`config.mk`:
```
export PLATFORM = sky130hd
export DESIGN_NAME = pidaw_joint_store
export DESIGN_NICKNAME = d
export VERILOG_FILES = /design/src/hdl/pidaw_pkg.sv /design/src/hdl/pidaw_joint_store.sv
export SDC_FILE = /design/constraint.sdc
export NUM_CORES = 1
export LEC_CHECK = 0
export BUFFER_PORTS_ARGS = -buffer_cell sky130_fd_sc_hd__buf_4
export CAP_MARGIN = 20
export CORE_AREA = 2 2 235 237
export CTS_BUF_LIST = sky130_fd_sc_hd__clkbuf_8
export DETAILED_ROUTE_END_ITERATION = 8
export DIE_AREA = 0 0 237 239
export HOLD_SLACK_MARGIN = 0.05
export PLACE_DENSITY_LB_ADDON = 0.3
export SLEW_MARGIN = 20
export SYNTH_ARGS = -nofsm -noshare
export SYNTH_HDL_FRONTEND = slang
export SYNTH_SLANG_ARGS = --single-unit
```
`constraint.sdc`:
```
create_clock -name clock -period 3.2 [get_ports clock]
set_input_delay 0.48 -clock clock [delete_from_list [all_inputs] [get_ports clock]]
set_output_delay 0.48 -clock clock [all_outputs]
set_load 0.03 [all_outputs]
```
`src/hdl/pidaw_pkg.sv`:
```
// Shared constants, control word and gain types for the PID anti-windup controller.
package pidaw_pkg;

   // Block geometry and fixed-point format
   localparam int NUM_JOINTS = 8;
   localparam int FRAC_BITS  = 16;
   localparam int JOINT_W    = 3;
   localparam int JIDX_W     = (NUM_JOINTS > 1) ? $clog2(NUM_JOINTS) : 1;
   localparam int DATA_W     = 32;
   localparam int UDATA_W    = 31;
   localparam int INTEG_W    = 48;
   localparam int INTEG_LO_W = INTEG_W / 2;
   localparam int TERM_W     = 64;
   localparam int PD_TERM_W  = 2 * DATA_W - FRAC_BITS;
   localparam int OPND_W     = DATA_W + 1;
   localparam int PROD_W     = 2 * OPND_W;
   localparam int ACC_W      = 96;

   // Sequencer program size
   localparam int NUM_STEPS = 19;
   localparam int STEP_W    = $clog2(NUM_STEPS);
   localparam logic [STEP_W-1:0] STEP_LAST = STEP_W'(NUM_STEPS - 1);

   // Register file indexes
   localparam int CSR_IDX_W = 3;
   localparam logic [CSR_IDX_W-1:0] REG_KP         = 3'd0;
   localparam logic [CSR_IDX_W-1:0] REG_KI         = 3'd1;
   localparam logic [CSR_IDX_W-1:0] REG_KD         = 3'd2;
   localparam logic [CSR_IDX_W-1:0] REG_MAX_EFFORT = 3'd3;
   localparam logic [CSR_IDX_W-1:0] REG_AW_GAIN    = 3'd4;

   // Multiplier A operand
   typedef enum logic [2:0] {
      A_KP,
      A_KI,
      A_KD,
      A_AW,
      A_DT
   } a_sel_type;

   // Multiplier B operand
   typedef enum logic [2:0] {
      B_ERR,
      B_INTEG_LO,
      B_INTEG_HI,
      B_T1_LO,
      B_T1_HI,
      B_NVEL,
      B_DIFF_LO,
      B_DIFF_HI
   } b_sel_type;

   typedef enum logic [1:0] {
      ACC_HOLD,
      ACC_LOAD,
      ACC_ADD
   } acc_op_type;

   typedef enum logic [1:0] {
      SH_NONE,
      SH_HALF,
      SH_WORD
   } acc_shift_type;

   // Datapath register write targets
   typedef enum logic [3:0] {
      WR_NONE,
      WR_ERR,
      WR_TRAP,
      WR_TKP,
      WR_T1,
      WR_TKD,
      WR_TINT,
      WR_U,
      WR_EFF,
      WR_DIFF,
      WR_CORR,
      WR_INTEG
   } wr_type;

   typedef enum logic {
      JMP_NONE,
      JMP_AW_ZERO
   } jmp_type;

   typedef struct packed {
      a_sel_type          a_sel;
      b_sel_type          b_sel;
      acc_op_type         acc_op;
      acc_shift_type      acc_shift;
      wr_type             wr;
      jmp_type            jmp;
      logic [STEP_W-1:0]  target;
      logic               last;
   } ctrl_word_type;

   typedef struct packed {
      logic aw_zero;
   } status_type;

   typedef struct packed {
      logic signed [DATA_W-1:0] kp;
      logic signed [DATA_W-1:0] ki;
      logic signed [DATA_W-1:0] kd;
      logic [UDATA_W-1:0]       max_effort;
      logic signed [DATA_W-1:0] aw_gain;
   } gain_set_type;

endpackage

```
`src/hdl/pidaw_joint_store.sv`:
```
// Per-joint integral and previous-error state, cleared at reset.
module pidaw_joint_store (
   input  logic                                       clock,
   input  logic                                       reset,
   input  logic [pidaw_pkg::JOINT_W-1:0]              rd_joint,
   output logic signed [pidaw_pkg::INTEG_W-1:0]       rd_integ,
   output logic signed [pidaw_pkg::DATA_W-1:0]        rd_prev,
   input  logic                                       wr_en,
   input  logic [pidaw_pkg::JOINT_W-1:0]              wr_joint,
   input  logic signed [pidaw_pkg::INTEG_W-1:0]       wr_integ,
   input  logic signed [pidaw_pkg::DATA_W-1:0]        wr_prev
);

   logic signed [pidaw_pkg::INTEG_W-1:0] integ_ff [pidaw_pkg::NUM_JOINTS];
   logic signed [pidaw_pkg::INTEG_W-1:0] integ_in [pidaw_pkg::NUM_JOINTS];
   logic signed [pidaw_pkg::DATA_W-1:0]  prev_ff  [pidaw_pkg::NUM_JOINTS];
   logic signed [pidaw_pkg::DATA_W-1:0]  prev_in  [pidaw_pkg::NUM_JOINTS];
   logic                                 rd_valid;
   logic                                 wr_valid;
   logic [pidaw_pkg::JIDX_W-1:0]         rd_idx;
   logic [pidaw_pkg::JIDX_W-1:0]         wr_idx;

   assign rd_valid = int'(rd_joint) < pidaw_pkg::NUM_JOINTS;
   assign wr_valid = int'(wr_joint) < pidaw_pkg::NUM_JOINTS;
   assign rd_idx   = pidaw_pkg::JIDX_W'(rd_joint);
   assign wr_idx   = pidaw_pkg::JIDX_W'(wr_joint);

   // Out-of-range joints read as zero state
   assign rd_integ = rd_valid ? integ_ff[rd_idx] : '0;
   assign rd_prev  = rd_valid ? prev_ff[rd_idx]  : '0;

   // Update only the addressed joint; drop writes to joints that do not exist
   always_comb begin
      for (int i = 0; i < pidaw_pkg::NUM_JOINTS; i++) begin
         integ_in[i] = integ_ff[i];
         prev_in[i]  = prev_ff[i];
      end
      if (wr_en && wr_valid) begin
         integ_in[wr_idx] = wr_integ;
         prev_in[wr_idx]  = wr_prev;
      end
   end

   always_ff @(posedge clock) begin
      if (reset) begin
         for (int i = 0; i < pidaw_pkg::NUM_JOINTS; i++) begin
            integ_ff[i] <= '0;
            prev_ff[i]  <= '0;
         end
      end else begin
         integ_ff <= integ_in;
         prev_ff  <= prev_in;
      end
   end

endmodule

```
# Yosys cells after proc, flatten, opt, wreduce, memory -nomap -nowiden
# Cells that the tools add are included.
[totals]
input_bits = 89
latchBits = 0
output_inout_bits = 80
ram_bits = 0
rom_bits = 0
register_bits = 640
memories = 0
word_cells = 34
[classes]
n_div = 0
addsub = 0
eq_ne = 0
n_reduce_logical = 1
n_mux = 12
n_shift = 0
n_mul = 0
bitwise = 2
n_lt_le_gt_ge = 3
[ops]
columns = ["op", "count"]
rows = [
  ["$bwmux 384", 1],
  ["$bwmux 256", 1],
  ["$bmux 48 s3", 1],
  ["$demux 48 s3", 1],
  ["$mux 48", 3],
  ["$bmux 32 s3", 1],
  ["$demux 32 s3", 1],
  ["$mux 32", 3],
  ["$ge 4x4->1 const B", 2],
  ["$not 3->4", 2],
  ["$lt 4x1->1 const B", 1],
  ["$logic_and 1x1->1", 1],
]

# Logic depth before layout (Yosys ltp)
[logic_depth]
depth_word = 6
depth_mapped = 6
mapped_depth_nobuf = 3

# Least setup slack after synthesis
# OpenSTA, ideal clock, no wires.
[synth_timing]
kind = "in2out"
start = "input port rd_joint[2] (netlist bit)"
end = "output port rd_prev[21] (netlist bit)"
arrival_time_ns = 1.831
path_buffers = 3
slack_ns = 0.889
t_required_ns = 2.720
cell_stages = 5
cell_sequence = "buf_2 -> buf_4 -> clkbuf_1 -> mux4_2 -> mux2_2"
[synth_via]
elab_chain_len = 4
[synth_rtl]
columns = ["element", "line_no", "text"]
rows = [
  ["start: declaration", "pidaw_joint_store.sv:5", "input logic [pidaw_pkg::JOINT_W-1:0] rd_joint,"],
  ["$not 3->4 (implied by the code)", "pidaw_joint_store.sv:30", "assign rd_prev = rd_valid ? prev_ff[rd_idx] : '0;"],
  ["$bmux 32 s3", "pidaw_joint_store.sv:30", ""],
  ["$mux 32 (implied by the code) (2 in a row)", "pidaw_joint_store.sv:30", ""],
  ["end: declaration", "pidaw_joint_store.sv:7", "output logic signed [pidaw_pkg::DATA_W-1:0] rd_prev,"],
]
# Every way passes these cells. The select of a mux whose other input is x is not followed.

# Worst setup path after layout
[layout_timing]
start = "input port rd_joint[0] (netlist bit)"
end = "output port rd_integ[38] (netlist bit)"
[layout_via]
elab_chain_len = 4
[layout_rtl]
columns = ["element", "line_no", "text"]
rows = [
  ["$not 3->4 (implied by the code)", "pidaw_joint_store.sv:29", "assign rd_integ = rd_valid ? integ_ff[rd_idx] : '0;"],
  ["$bmux 48 s3", "pidaw_joint_store.sv:29", ""],
  ["$mux 48 (implied by the code) (2 in a row)", "pidaw_joint_store.sv:29", ""],
  ["end: declaration", "pidaw_joint_store.sv:6", "output logic signed [pidaw_pkg::INTEG_W-1:0] rd_integ,"],
]
# Every way passes these cells. The select of a mux whose other input is x is not followed.

==> flow_summary.json <==
{
  "dr.pass1.iters": 7,
  "wl_per_cell_um": 20.0,
  "whs_ns": 0.109,
  "synth_edf_count": 0,
  "p_leak_nw": 11.0,
  "grt_overflow_total": 0,
  "vias": 22926,
  "critPathBufInv": 3,
  "die_area_um2": 56600,
  "drt_iter0_markers": 2262,
  "fin_cells": 4015,
  "cts.sinks": 640,
  "synth.distinct_cells": 21,
  "place_hpwl_um": 43700,
  "netlist_area_um2": 27400,
  "timing.final.crit_share_pct": 85.5,
  "core_um2": 54300,
  "dieHeight_um": 239,
  "slew_violations": 0,
  "skew_ns": 0,
  "worst_ir_drop_vdd_mv": 0.375,
  "rr_endpoint": "integ_ff[188]",
  "clk_pin_slew_ns": 0.06,
  "syn_inst": 3155,
  "worstRegToRegCells": 2,
  "async_reset_ff_share_pct": 0,
  "synthFlopType": "dfxtp_1",
  "ys_seq_elements": 640,
  "min_to": "prev_ff[206]",
  "crit_top_cell": "buf_4",
  "drc": 0,
  "startpoint_type": "input pin",
  "grt_pass1_vias": 22675,
  "tns_ns": 0,
  "cts_buffer_depth": 3,
  "cts_root_buf": "clkbuf_8",
  "cts_tree": "done",
  "cp_max_fo": 31,
  "drtAntennaViolNets": 0,
  "rows": 86,
  "hold_depth": 3,
  "synthTopCellsByArea": "dfxtp_1 (47%), nand2_1 (18%), mux4_2 (13%)",
  "reg2reg_from": "integ_ff[188]",
  "track_usage_pct": 27.7,
  "hold_viol": 0,
  "slowest_delay_ns": 0.54,
  "ys_top_cells_by_count": "nand2_1 (1280), dfxtp_1 (640), a21oi_1 (636)",
  "synth_seq_area_share_pct": 46.8,
  "end_kind": "output pin",
  "grt_start_max_net_pins": 116,
  "worstSetupPathType": "input pin to output pin",
  "power_density_nw_per_um2": 538,
  "insertion_delay_ns": 0.71,
  "fin_crit_ns": 2.73,
  "relSlewSlack_pct": 37.3,
  "yosysWarnings": 0,
  "grt_first_pass_wirelength_um": 124000,
  "hold_path.startpoint": "wr_prev[14]",
  "nets": 3313,
  "syn-num-nets": 3244,
  "worst_pin_slew_ns": 0.940,
  "cts_resized": 0,
  "fin_util_pct": 57.8,
  "pin_count": 169,
  "synth_most_common_cell": "nand2_1",
  "status": "completed",
  "crit_required_ns": 2.72,
  "wirelength_um": 80100,
  "initial_core_util_pct": 50.4,
  "cts_made_buffers": 107,
  "antenna_found_initial": 8,
  "synth_area_per_cell_um2": 8.68,
  "dp.cells": 3744,
  "viasPerCell": 5.71,
  "worstPathArrival_ns": 2.25,
  "hold_class": "input pin to flop",
  "max_freq_ghz": 0.366,
  "regToRegSetupSlack_ns": 2.54,
  "crit_slowest_cell": "mux4_2",
  "drv_cap": 0,
  "cts_max_level": 3,
  "die_w_um": 237,
  "port_buffers": 168,
  "critical_path.cell_chain": "buf_8 > buf_4 > mux4_2 > mux2_2 > buf_4",
  "critical-path-top-delay-family": "buffers and inverters",
  "rsz0062_at_grt": "false",
  "synth_largest_area_cell": "dfxtp_1",
  "finalSetupViolations": 0,
  "drive_gt1_share_pct": 19.2,
  "yosysTopAreaCellShare_pct": 46.8,
  "areaGrowthSynthToFinish_pct": 14.7,
  "routabilityCongestion": 0.774
}
==> cells by family after synthesis <==
family	count (synthesis)	synth area share (%)
AND/OR/NAND/NOR	1296	18.2
flip-flops	640	46.8
buffers and inverters	339	6.84
AO/OA/AOI/OAI	640	11.8
multiplexers	240	16.4
==> repair_timing <==
action | 4_1_cts | 5_1_grt
endpoints found under the hold margin | 510 | 0
buffers inserted | 0 | 0
hold buffers | 75 | 0
==> cells in the final DEF, fill, tap and decap left out <==
master,netlist,routed
clkinv_8,0,1
nand4bb_4,0,2
nand4_1,1,1
mux2_2,80,80
inv_1,0,36
inv_6,0,1
and4bb_4,0,2
clkbuf_8,0,142
diode_2,0,5
clkinvlp_4,0,2
a21oi_1,636,636
buf_8,0,2
dfxtp_1,640,640
or4bb_4,0,1
a21oi_2,4,4
clkinv_2,0,8
buf_4,83,198
nand4b_1,3,3
mux4_2,160,160
dlygate4sd3_1,0,75
nor4bb_4,0,1
and4b_4,0,3
and4_4,0,1
bufinv_16,0,1
or4b_4,0,1
nand2_1,1280,1280
buf_12,0,23
buf_6,25,1
nor4b_4,1,1
==> routing by layer <==
metal / routed length (um) / global-route usage, %
met4: 2180 / 10.1
met3: 6980 / 5.72
met1: 32700 / 36.0
met2: 38200 / 46.0
met5: 51 / 0
==> registers in the layout, indices dropped and copies added, names as in the netlist <==
name / count
prev_ff: 256
integ_ff: 384
==> worst register-to-register path: cells and delay by family (launching register included) <==
kind	cells	cell delay, ns
AO/OA/AOI/OAI	1	0.19
flip-flops	1	0.33
AND/OR/NAND/NOR	1	0.07
==> worst max-delay path by stage <==
stage,start,end,slack (ns),depth (start not counted)
global placement,rd_joint[0],rd_integ[38],0.46,5
floorplan,rd_joint[2],rd_prev[21],0.89,5
detailed placement,rd_joint[0],rd_integ[38],0.44,5
finish,rd_joint[0],rd_integ[38],0.47,5
global route,rd_joint[0],rd_integ[38],0.39,5
CTS,rd_joint[0],rd_integ[38],0.44,5
==> stage by stage <==
step	setup WS (ns)	power [W]	cell area, um^2
after floorplan	0.889	0.00930	27400
after global placement	0.459	0.00965	28500
after detailed placement	0.441	0.00969	28500
after CTS	0.439	0.0170	31400
after global routing	0.389	0.0175	31400
final	0.465	0.0169	31400
==> power breakdown <==
part	switching [W]	leakage (nW)	internal [W]	total, W
Clock	0.00328	1.27	0.00402	0.00730
Combinational	0.000851	4.60	0.000537	0.00139
Sequential	0.0000823	5.18	0.00814	0.00822
==> area by class of cell <==
class / instances / area (um^2)
multi-input cells: 2176 / 12800
repair buffers: 299 / 2740
well taps: 704 / 881
flip-flops and latches: 640 / 12800
clock inverters: 49 / 245
clock buffers: 142 / 1950
diodes: 5 / 12.5
fillers: 4647 / 22900
Note: power is estimated with default switching activity, not from simulation.
