File: config.mk
export PLATFORM = sky130hd
export DESIGN_NAME = pidaw_sequencer
export DESIGN_NICKNAME = d
export VERILOG_FILES = /design/src/hdl/pidaw_pkg.sv /design/src/hdl/pidaw_sequencer.sv
export SDC_FILE = /design/constraint.sdc
export NUM_CORES = 1
export LEC_CHECK = 0
export ABC_AREA = 1
export BUFFER_PORTS_ARGS = -buffer_cell sky130_fd_sc_hd__buf_4
export CELL_PAD_IN_SITES_DETAIL_PLACEMENT = 1
export CELL_PAD_IN_SITES_GLOBAL_PLACEMENT = 1
export CORE_UTILIZATION = 34
export DETAILED_ROUTE_END_ITERATION = 10
export PLACE_DENSITY_LB_ADDON = 0.1
export SLEW_MARGIN = 5
export SYNTH_ARGS = -nofsm -noshare
export SYNTH_HDL_FRONTEND = slang
export SYNTH_SLANG_ARGS = --single-unit
export TNS_END_PERCENT = 100
File: constraint.sdc
create_clock -name clock -period 4.74 [get_ports clock]
set_input_delay 0.948 -clock clock [delete_from_list [all_inputs] [get_ports clock]]
set_output_delay 0.948 -clock clock [all_outputs]
set_load 0.05 [all_outputs]
File: src/hdl/pidaw_pkg.sv
// Shared constants, control word and gain types for the PID anti-windup controller.
package pidaw_pkg;

   // Block geometry and fixed-point format
   localparam int NUM_JOINTS = 8;
   localparam int FRAC_BITS  = 16;
   localparam int JOINT_W    = 3;
   localparam int JIDX_W     = (NUM_JOINTS > 1) ? $clog2(NUM_JOINTS) : 1;
   localparam int DATA_W     = 32;
   localparam int UDATA_W    = 31;
   localparam int INTEG_W    = 48;
   localparam int INTEG_LO_W = INTEG_W / 2;
   localparam int TERM_W     = 64;
   localparam int PD_TERM_W  = 2 * DATA_W - FRAC_BITS;
   localparam int OPND_W     = DATA_W + 1;
   localparam int PROD_W     = 2 * OPND_W;
   localparam int ACC_W      = 96;

   // Sequencer program size
   localparam int NUM_STEPS = 19;
   localparam int STEP_W    = $clog2(NUM_STEPS);
   localparam logic [STEP_W-1:0] STEP_LAST = STEP_W'(NUM_STEPS - 1);

   // Register file indexes
   localparam int CSR_IDX_W = 3;
   localparam logic [CSR_IDX_W-1:0] REG_KP         = 3'd0;
   localparam logic [CSR_IDX_W-1:0] REG_KI         = 3'd1;
   localparam logic [CSR_IDX_W-1:0] REG_KD         = 3'd2;
   localparam logic [CSR_IDX_W-1:0] REG_MAX_EFFORT = 3'd3;
   localparam logic [CSR_IDX_W-1:0] REG_AW_GAIN    = 3'd4;

   // Multiplier A operand
   typedef enum logic [2:0] {
      A_KP,
      A_KI,
      A_KD,
      A_AW,
      A_DT
   } a_sel_type;

   // Multiplier B operand
   typedef enum logic [2:0] {
      B_ERR,
      B_INTEG_LO,
      B_INTEG_HI,
      B_T1_LO,
      B_T1_HI,
      B_NVEL,
      B_DIFF_LO,
      B_DIFF_HI
   } b_sel_type;

   typedef enum logic [1:0] {
      ACC_HOLD,
      ACC_LOAD,
      ACC_ADD
   } acc_op_type;

   typedef enum logic [1:0] {
      SH_NONE,
      SH_HALF,
      SH_WORD
   } acc_shift_type;

   // Datapath register write targets
   typedef enum logic [3:0] {
      WR_NONE,
      WR_ERR,
      WR_TRAP,
      WR_TKP,
      WR_T1,
      WR_TKD,
      WR_TINT,
      WR_U,
      WR_EFF,
      WR_DIFF,
      WR_CORR,
      WR_INTEG
   } wr_type;

   typedef enum logic {
      JMP_NONE,
      JMP_AW_ZERO
   } jmp_type;

   typedef struct packed {
      a_sel_type          a_sel;
      b_sel_type          b_sel;
      acc_op_type         acc_op;
      acc_shift_type      acc_shift;
      wr_type             wr;
      jmp_type            jmp;
      logic [STEP_W-1:0]  target;
      logic               last;
   } ctrl_word_type;

   typedef struct packed {
      logic aw_zero;
   } status_type;

   typedef struct packed {
      logic signed [DATA_W-1:0] kp;
      logic signed [DATA_W-1:0] ki;
      logic signed [DATA_W-1:0] kd;
      logic [UDATA_W-1:0]       max_effort;
      logic signed [DATA_W-1:0] aw_gain;
   } gain_set_type;

endpackage

File: src/hdl/pidaw_sequencer.sv
// Microcode sequencer: step counter, program ROM and conditional jump.
module pidaw_sequencer (
   input  logic                      clock,
   input  logic                      reset,
   input  logic                      start,
   input  logic                      stall,
   input  pidaw_pkg::status_type     status,
   output pidaw_pkg::ctrl_word_type  ctrl,
   output logic                      busy,
   output logic                      done
);

   typedef enum logic {
      SEQ_IDLE,
      SEQ_RUN
   } seq_state_type;

   localparam pidaw_pkg::ctrl_word_type NOP_WORD = '{
      pidaw_pkg::A_KP, pidaw_pkg::B_ERR, pidaw_pkg::ACC_HOLD, pidaw_pkg::SH_NONE,
      pidaw_pkg::WR_NONE, pidaw_pkg::JMP_NONE, '0, 1'b0};

   // Program: products issue one step ahead of their accumulate, scaled results
   // are committed one step after the accumulate.
   localparam pidaw_pkg::ctrl_word_type ROM [pidaw_pkg::NUM_STEPS] = '{
      // error = sat(goal - position)
      '{pidaw_pkg::A_KP, pidaw_pkg::B_ERR, pidaw_pkg::ACC_HOLD, pidaw_pkg::SH_NONE,
        pidaw_pkg::WR_ERR, pidaw_pkg::JMP_NONE, '0, 1'b0},
      // trapezoid into integral, issue kp*error
      '{pidaw_pkg::A_KP, pidaw_pkg::B_ERR, pidaw_pkg::ACC_HOLD, pidaw_pkg::SH_NONE,
        pidaw_pkg::WR_TRAP, pidaw_pkg::JMP_NONE, '0, 1'b0},
      '{pidaw_pkg::A_KI, pidaw_pkg::B_INTEG_LO, pidaw_pkg::ACC_LOAD, pidaw_pkg::SH_NONE,
        pidaw_pkg::WR_NONE, pidaw_pkg::JMP_NONE, '0, 1'b0},
      '{pidaw_pkg::A_KI, pidaw_pkg::B_INTEG_HI, pidaw_pkg::ACC_LOAD, pidaw_pkg::SH_NONE,
        pidaw_pkg::WR_TKP, pidaw_pkg::JMP_NONE, '0, 1'b0},
      '{pidaw_pkg::A_KD, pidaw_pkg::B_NVEL, pidaw_pkg::ACC_ADD, pidaw_pkg::SH_HALF,
        pidaw_pkg::WR_NONE, pidaw_pkg::JMP_NONE, '0, 1'b0},
      '{pidaw_pkg::A_KD, pidaw_pkg::B_NVEL, pidaw_pkg::ACC_LOAD, pidaw_pkg::SH_NONE,
        pidaw_pkg::WR_T1, pidaw_pkg::JMP_NONE, '0, 1'b0},
      '{pidaw_pkg::A_DT, pidaw_pkg::B_T1_LO, pidaw_pkg::ACC_HOLD, pidaw_pkg::SH_NONE,
        pidaw_pkg::WR_TKD, pidaw_pkg::JMP_NONE, '0, 1'b0},
      '{pidaw_pkg::A_DT, pidaw_pkg::B_T1_HI, pidaw_pkg::ACC_LOAD, pidaw_pkg::SH_NONE,
        pidaw_pkg::WR_NONE, pidaw_pkg::JMP_NONE, '0, 1'b0},
      '{pidaw_pkg::A_DT, pidaw_pkg::B_T1_HI, pidaw_pkg::ACC_ADD, pidaw_pkg::SH_WORD,
        pidaw_pkg::WR_NONE, pidaw_pkg::JMP_NONE, '0, 1'b0},
      '{pidaw_pkg::A_DT, pidaw_pkg::B_T1_HI, pidaw_pkg::ACC_HOLD, pidaw_pkg::SH_NONE,
        pidaw_pkg::WR_TINT, pidaw_pkg::JMP_NONE, '0, 1'b0},
      '{pidaw_pkg::A_AW, pidaw_pkg::B_DIFF_LO, pidaw_pkg::ACC_HOLD, pidaw_pkg::SH_NONE,
        pidaw_pkg::WR_U, pidaw_pkg::JMP_NONE, '0, 1'b0},
      '{pidaw_pkg::A_AW, pidaw_pkg::B_DIFF_LO, pidaw_pkg::ACC_HOLD, pidaw_pkg::SH_NONE,
        pidaw_pkg::WR_EFF, pidaw_pkg::JMP_NONE, '0, 1'b0},
      // zero anti-windup gain leaves the integral as is: skip the correction
      '{pidaw_pkg::A_AW, pidaw_pkg::B_DIFF_LO, pidaw_pkg::ACC_HOLD, pidaw_pkg::SH_NONE,
        pidaw_pkg::WR_DIFF, pidaw_pkg::JMP_AW_ZERO, pidaw_pkg::STEP_LAST, 1'b0},
      '{pidaw_pkg::A_AW, pidaw_pkg::B_DIFF_LO, pidaw_pkg::ACC_HOLD, pidaw_pkg::SH_NONE,
        pidaw_pkg::WR_NONE, pidaw_pkg::JMP_NONE, '0, 1'b0},
      '{pidaw_pkg::A_AW, pidaw_pkg::B_DIFF_HI, pidaw_pkg::ACC_LOAD, pidaw_pkg::SH_NONE,
        pidaw_pkg::WR_NONE, pidaw_pkg::JMP_NONE, '0, 1'b0},
      '{pidaw_pkg::A_AW, pidaw_pkg::B_DIFF_HI, pidaw_pkg::ACC_ADD, pidaw_pkg::SH_WORD,
        pidaw_pkg::WR_NONE, pidaw_pkg::JMP_NONE, '0, 1'b0},
      '{pidaw_pkg::A_AW, pidaw_pkg::B_DIFF_HI, pidaw_pkg::ACC_HOLD, pidaw_pkg::SH_NONE,
        pidaw_pkg::WR_CORR, pidaw_pkg::JMP_NONE, '0, 1'b0},
      '{pidaw_pkg::A_AW, pidaw_pkg::B_DIFF_HI, pidaw_pkg::ACC_HOLD, pidaw_pkg::SH_NONE,
        pidaw_pkg::WR_INTEG, pidaw_pkg::JMP_NONE, '0, 1'b0},
      // commit state and hand the result to the output register
      '{pidaw_pkg::A_KP, pidaw_pkg::B_ERR, pidaw_pkg::ACC_HOLD, pidaw_pkg::SH_NONE,
        pidaw_pkg::WR_NONE, pidaw_pkg::JMP_NONE, '0, 1'b1}
   };

   seq_state_type                   state_ff, state_in;
   logic [pidaw_pkg::STEP_W-1:0]    step_ff, step_in;
   pidaw_pkg::ctrl_word_type        word;
   logic                            take_jump;

   assign word      = ROM[step_ff];
   assign take_jump = (word.jmp == pidaw_pkg::JMP_AW_ZERO) && status.aw_zero;
   assign busy      = (state_ff == SEQ_RUN);
   assign done      = busy && word.last && !stall;
   assign ctrl      = busy ? word : NOP_WORD;

   // Advance the step counter; hold on the last step while the output is full
   always_comb begin
      state_in = state_ff;
      step_in  = step_ff;
      unique case (state_ff)
         SEQ_IDLE: begin
            if (start) begin
               state_in = SEQ_RUN;
               step_in  = '0;
            end
         end
         SEQ_RUN: begin
            if (word.last) begin
               if (!stall) begin
                  state_in = SEQ_IDLE;
               end
            end else if (take_jump) begin
               step_in = word.target;
            end else begin
               step_in = step_ff + 1'b1;
            end
         end
         default: state_in = SEQ_IDLE;
      endcase
   end

   always_ff @(posedge clock) begin
      if (reset) begin
         state_ff <= SEQ_IDLE;
         step_ff  <= '0;
      end else begin
         state_ff <= state_in;
         step_ff  <= step_in;
      end
   end

endmodule

; Yosys cells after proc, flatten, opt, wreduce, memory -nomap -nowiden
; Memory sizes are Yosys's and may differ from the RTL's.
; Index checks and enable logic that the tools add are counted.
[totals]
wordCells = 25
latch_bits = 0
mem_bits_ro = 672
mem_count = 1
inputBits = 5
regBits = 6
ramBits = 0
output_inout_bits = 23
[classes]
n_mux = 11
n_reduce_logical = 5
eq_ne = 2
n_shift = 0
n_lt_le_gt_ge = 1
n_addsub = 1
n_bitwise = 2
n_mul = 0
div_mod_pow = 0
[mem_list]
columns = memory, depth, width, rd, rd_ports_with_merged_regs, write_ports, line_no
row1 = (name not given), 32, 21, 1, 0, 0, pidaw_sequencer.sv:74  ; assign word = ROM[step_ff];
[ops]
columns = cell, n
row1 = two-way mux 21 bit, 3
row2 = two-way mux 5 bit, 3
row3 = one-hot mux 5 bit (2 select lines), 1
row4 = ">= comparator 6 bit, second input constant", 1
row5 = inverter 5 -> 6 bit, 1
row6 = "adder 5 x 1 -> 5 bit, second input constant", 1
row7 = "!= test 2 bit, second input constant", 2
row8 = logical AND 1 bit, 3
row9 = two-way mux 1 bit, 3
row10 = one-hot mux 1 bit (2 select lines), 1
row11 = AND reduction 2 bit, 1
row12 = zero test 1 bit, 1
row13 = inverter 1 bit, 1

; Depth between registers and ports, before layout
[logic_depth]
word_depth = 8
depth_mapped = 8
ltp_nobuf = 8

; Worst setup path before layout
; Ideal clock, no wire load.
[synth_timing]
path_kind = register -> output
from = register state_ff, in the netlist busy
to = output port ctrl[5] in the netlist's numbering
setup_slack_ps = 1619
stages_incl_launch_ff = 6
n_path_buf = 1
arrival_ps = 2173
path_cell_list = dfxtp_1 > inv_1 > nor2_1 > nand2_1 > nor2_1 > buf_4
[synth_rtl]
columns = item, line_no
row1 = from (decl), pidaw_sequencer.sv:69  ; seq_state_type state_ff, state_in;
row2 = from (signal assigned), pidaw_sequencer.sv:111  ; state_ff <= state_in;
row3 = to (decl), pidaw_sequencer.sv:8  ; output pidaw_pkg::ctrl_word_type ctrl,

==> reports/metrics.yaml <==
place:
  dp_slack_ns: 2.13
  port_buffers: 24
  gp_congestion: 0.931
  dp_hpwl_um: 1720
layout:
  antenna_cells: 0
  fin_util: 0.458
  area_growth_pct: 23.9
  fin_nets: 154
  final_cell_mix: "24 x buf_4, 21 x nand2_1, 15 x nor2_1"
  final_common_cell: "buf_4"
  drive_gt1_frac: 0.296
grt:
  overflow: 0
  grt_max_degree: 13
  antenna_found_initial: 0
  grt_usage: 0.195
  grt_pass1_wl_um: 3500
  grt_pass1_vias: 770
clock_network:
  cts_hold_buf: 0
  htreeDepth: 1
  clock_sinks: 6
  tritoncts: "built"
  ctsResizeCount: 0
  cts_inserted_buffers: 3
  root_buffer: "clkbuf_4"
  clk_latency_ns: 0.25
  cts_buffer_depth: 2
  clk_pin_slew_worst_paths_ns: 0.05
  post-cts-setup-buffers: 0
route:
  viasPerCell: 5.05
  wl_um: 2190
  vias: 854
  drc: 0
  dr.pass1.iters: 4
  wl_per_cell_um: 13.0
  drtIter0Drc: 12
  detail-route-antenna-nets: 0
setup_path:
  crit_path_end_kind: "primary output"
  start_kind: "flip-flop"
  critPathRequiredTime_ns: 3.79
  arrival_ns: 1.92
  worstPathMaxFanout: 7
  worstSetupPathType: "reg2out"
sta:
  rsz0062_at_grt: "false"
  hold_violations: 0
  setup_violations: 0
  layout_min_cycle_time_ns: 2.87
  relSlewSlack: 0.665
  layout_setup_ws_ns: 1.87
  drv_slew: 0
  timing.final.crit_share: 0.605
  worst_pin_slew_ns: 0.501
  fin_worst_skew_ns: 0.00768
  fmax_ghz: 0.349
  fin_tns_setup_ns: 0
floorplan:
  placementRows: 16
  fp.dieH_um: 48.6
  start_util: 0.369
  chipWidth_um: 48.6
  die_area_um2: 2370
  ios: 28
  core_um2: 2000
yosys:
  synthCells: 121
  synth_area_um2: 739
  ys_warn_count: 0
  ys_seq_area_frac: 0.162
  ys_ff_latch: 6
  ys_types: 27
  yosysTopAreaCell: "dfxtp_1"
  synth_area_leaders: "dfxtp_1 16%, nand2_1 11%, ha_1 8.5%"
  avgSynthCellArea_um2: 6.11
  yosys.area.top_type_share: 0.162
pwr:
  p_clk_frac: 0.315
  p_per_area_nw_per_um2: 163
  power_leakage_nw: 0.474
  p_switching_mw: 0.0550
  sw_frac_of_total: 0.369
  pwr-share-seq: 0.379
  vdd_ir_drop_max_v: 0.000172
  power_mw: 0.149
  internal-power_mw: 0.0940
  combPwrFrac: 0.306
hold_path:
  hp-class: "reg2reg"
flow_run:
  maxCapViolations: 0
outcome:
  status: "finished clean"
-- synth_stat cells --
cell type  instances
nand2_1           21
nor2_1            15
inv_1             11
o21ai_0           11
nand3_1           10
a21oi_1            7
buf_4              6
dfxtp_1            6
ha_1               5
nor3_1             4
inv_2              3
a31oi_1            2
buf_6              2
nand2_2            2
nand2_4            2
nor2_2             2
or2_2              2
a211oi_1           1
a21oi_2            1
clkinv_2           1
conb_1             1
inv_4              1
nand3_2            1
nand4_1            1
nor3b_1            1
o211ai_1           1
o22ai_1            1
-- sequential cells by signal, indices dropped and copies added, names as in the netlist --
signal and cells:
busy 1, step_ff 5
-- layer usage --
| layer | share of wire | global-route usage | routed length [µm] |
|---|---|---|---|
| met2 | 0.49 | 0.310 | 1070 |
| met1 | 0.47 | 0.250 | 1030 |
| met4 | 0.0036 | 0.0343 | 8 |
| met5 | 0 | 0 | 0 |
| met3 | 0.038 | 0.0755 | 83 |
-- area by class of cell --
cell class,count,area [µm²]
Clock buffer,3,22.5
Inverter,16,63.8
Tap cell,27,33.8
Timing Repair Buffer,24,180
Fill cell,285,1090
Sequential cell,6,120
Multi-Input combinational cell,93,495
-- final timing paths --
| path | start | end | slack (ns) | depth (start not counted) |
|---|---|---|---|---|
| worst max-delay path | step_ff[0]$_SDFFE_PP0P_ | ctrl[7] | 1.87 | 6 |
| worst min-delay path | busy$_SDFF_PP0_ | busy$_SDFF_PP0_ | 0.58 | 2 |
| worst max register to register | step_ff[0]$_SDFFE_PP0P_ | step_ff[0]$_SDFFE_PP0P_ | 3.14 | 7 |
| worst min register to register | busy$_SDFF_PP0_ | busy$_SDFF_PP0_ | 0.58 | 2 |
-- power by group through the flow --
stage | clock network, mW | logic (mW) | registers [mW]
detailed placement | 0 | 0.0456 | 0.0574
global route | 0.0556 | 0.0497 | 0.0567
finish | 0.0470 | 0.0455 | 0.0565
global placement | 0 | 0.0448 | 0.0570
CTS | 0.0496 | 0.0457 | 0.0565
floorplan | 0 | 0.0326 | 0.0583
-- logic make-up (layout without fill, tap and decap cells) --
family	after synthesis	count (layout)	share of synthesized area
fa+ha+maj	5	5	0.0846
flops	6	6	0.162
buf+inv	24	43	0.178
other cells	1	3	0.00507
simple gates	61	61	0.391
compound gates	24	24	0.179
-- critical path: stages, from the launching register on --
cell     delay, ns
dfxtp_1       0.48
inv_1         0.19
ha_1          0.27
or2_2         0.31
a21oi_1       0.16
nor3b_1       0.07
buf_4         0.19
-- per-stage QoR --
stage | cell area [µm²] | hold slack [ns] | cells
4_1_cts | 916 | 0.590 | 169
3_5_place_dp | 893 | 0.584 | 166
5_1_grt | 916 | 0.661 | 169
3_3_place_gp | 893 | 0.573 | 166
2_1_floorplan | 747 | 0.545 | 123
6_report | 916 | 0.582 | 169
Power figures use the tool's default switching activity.
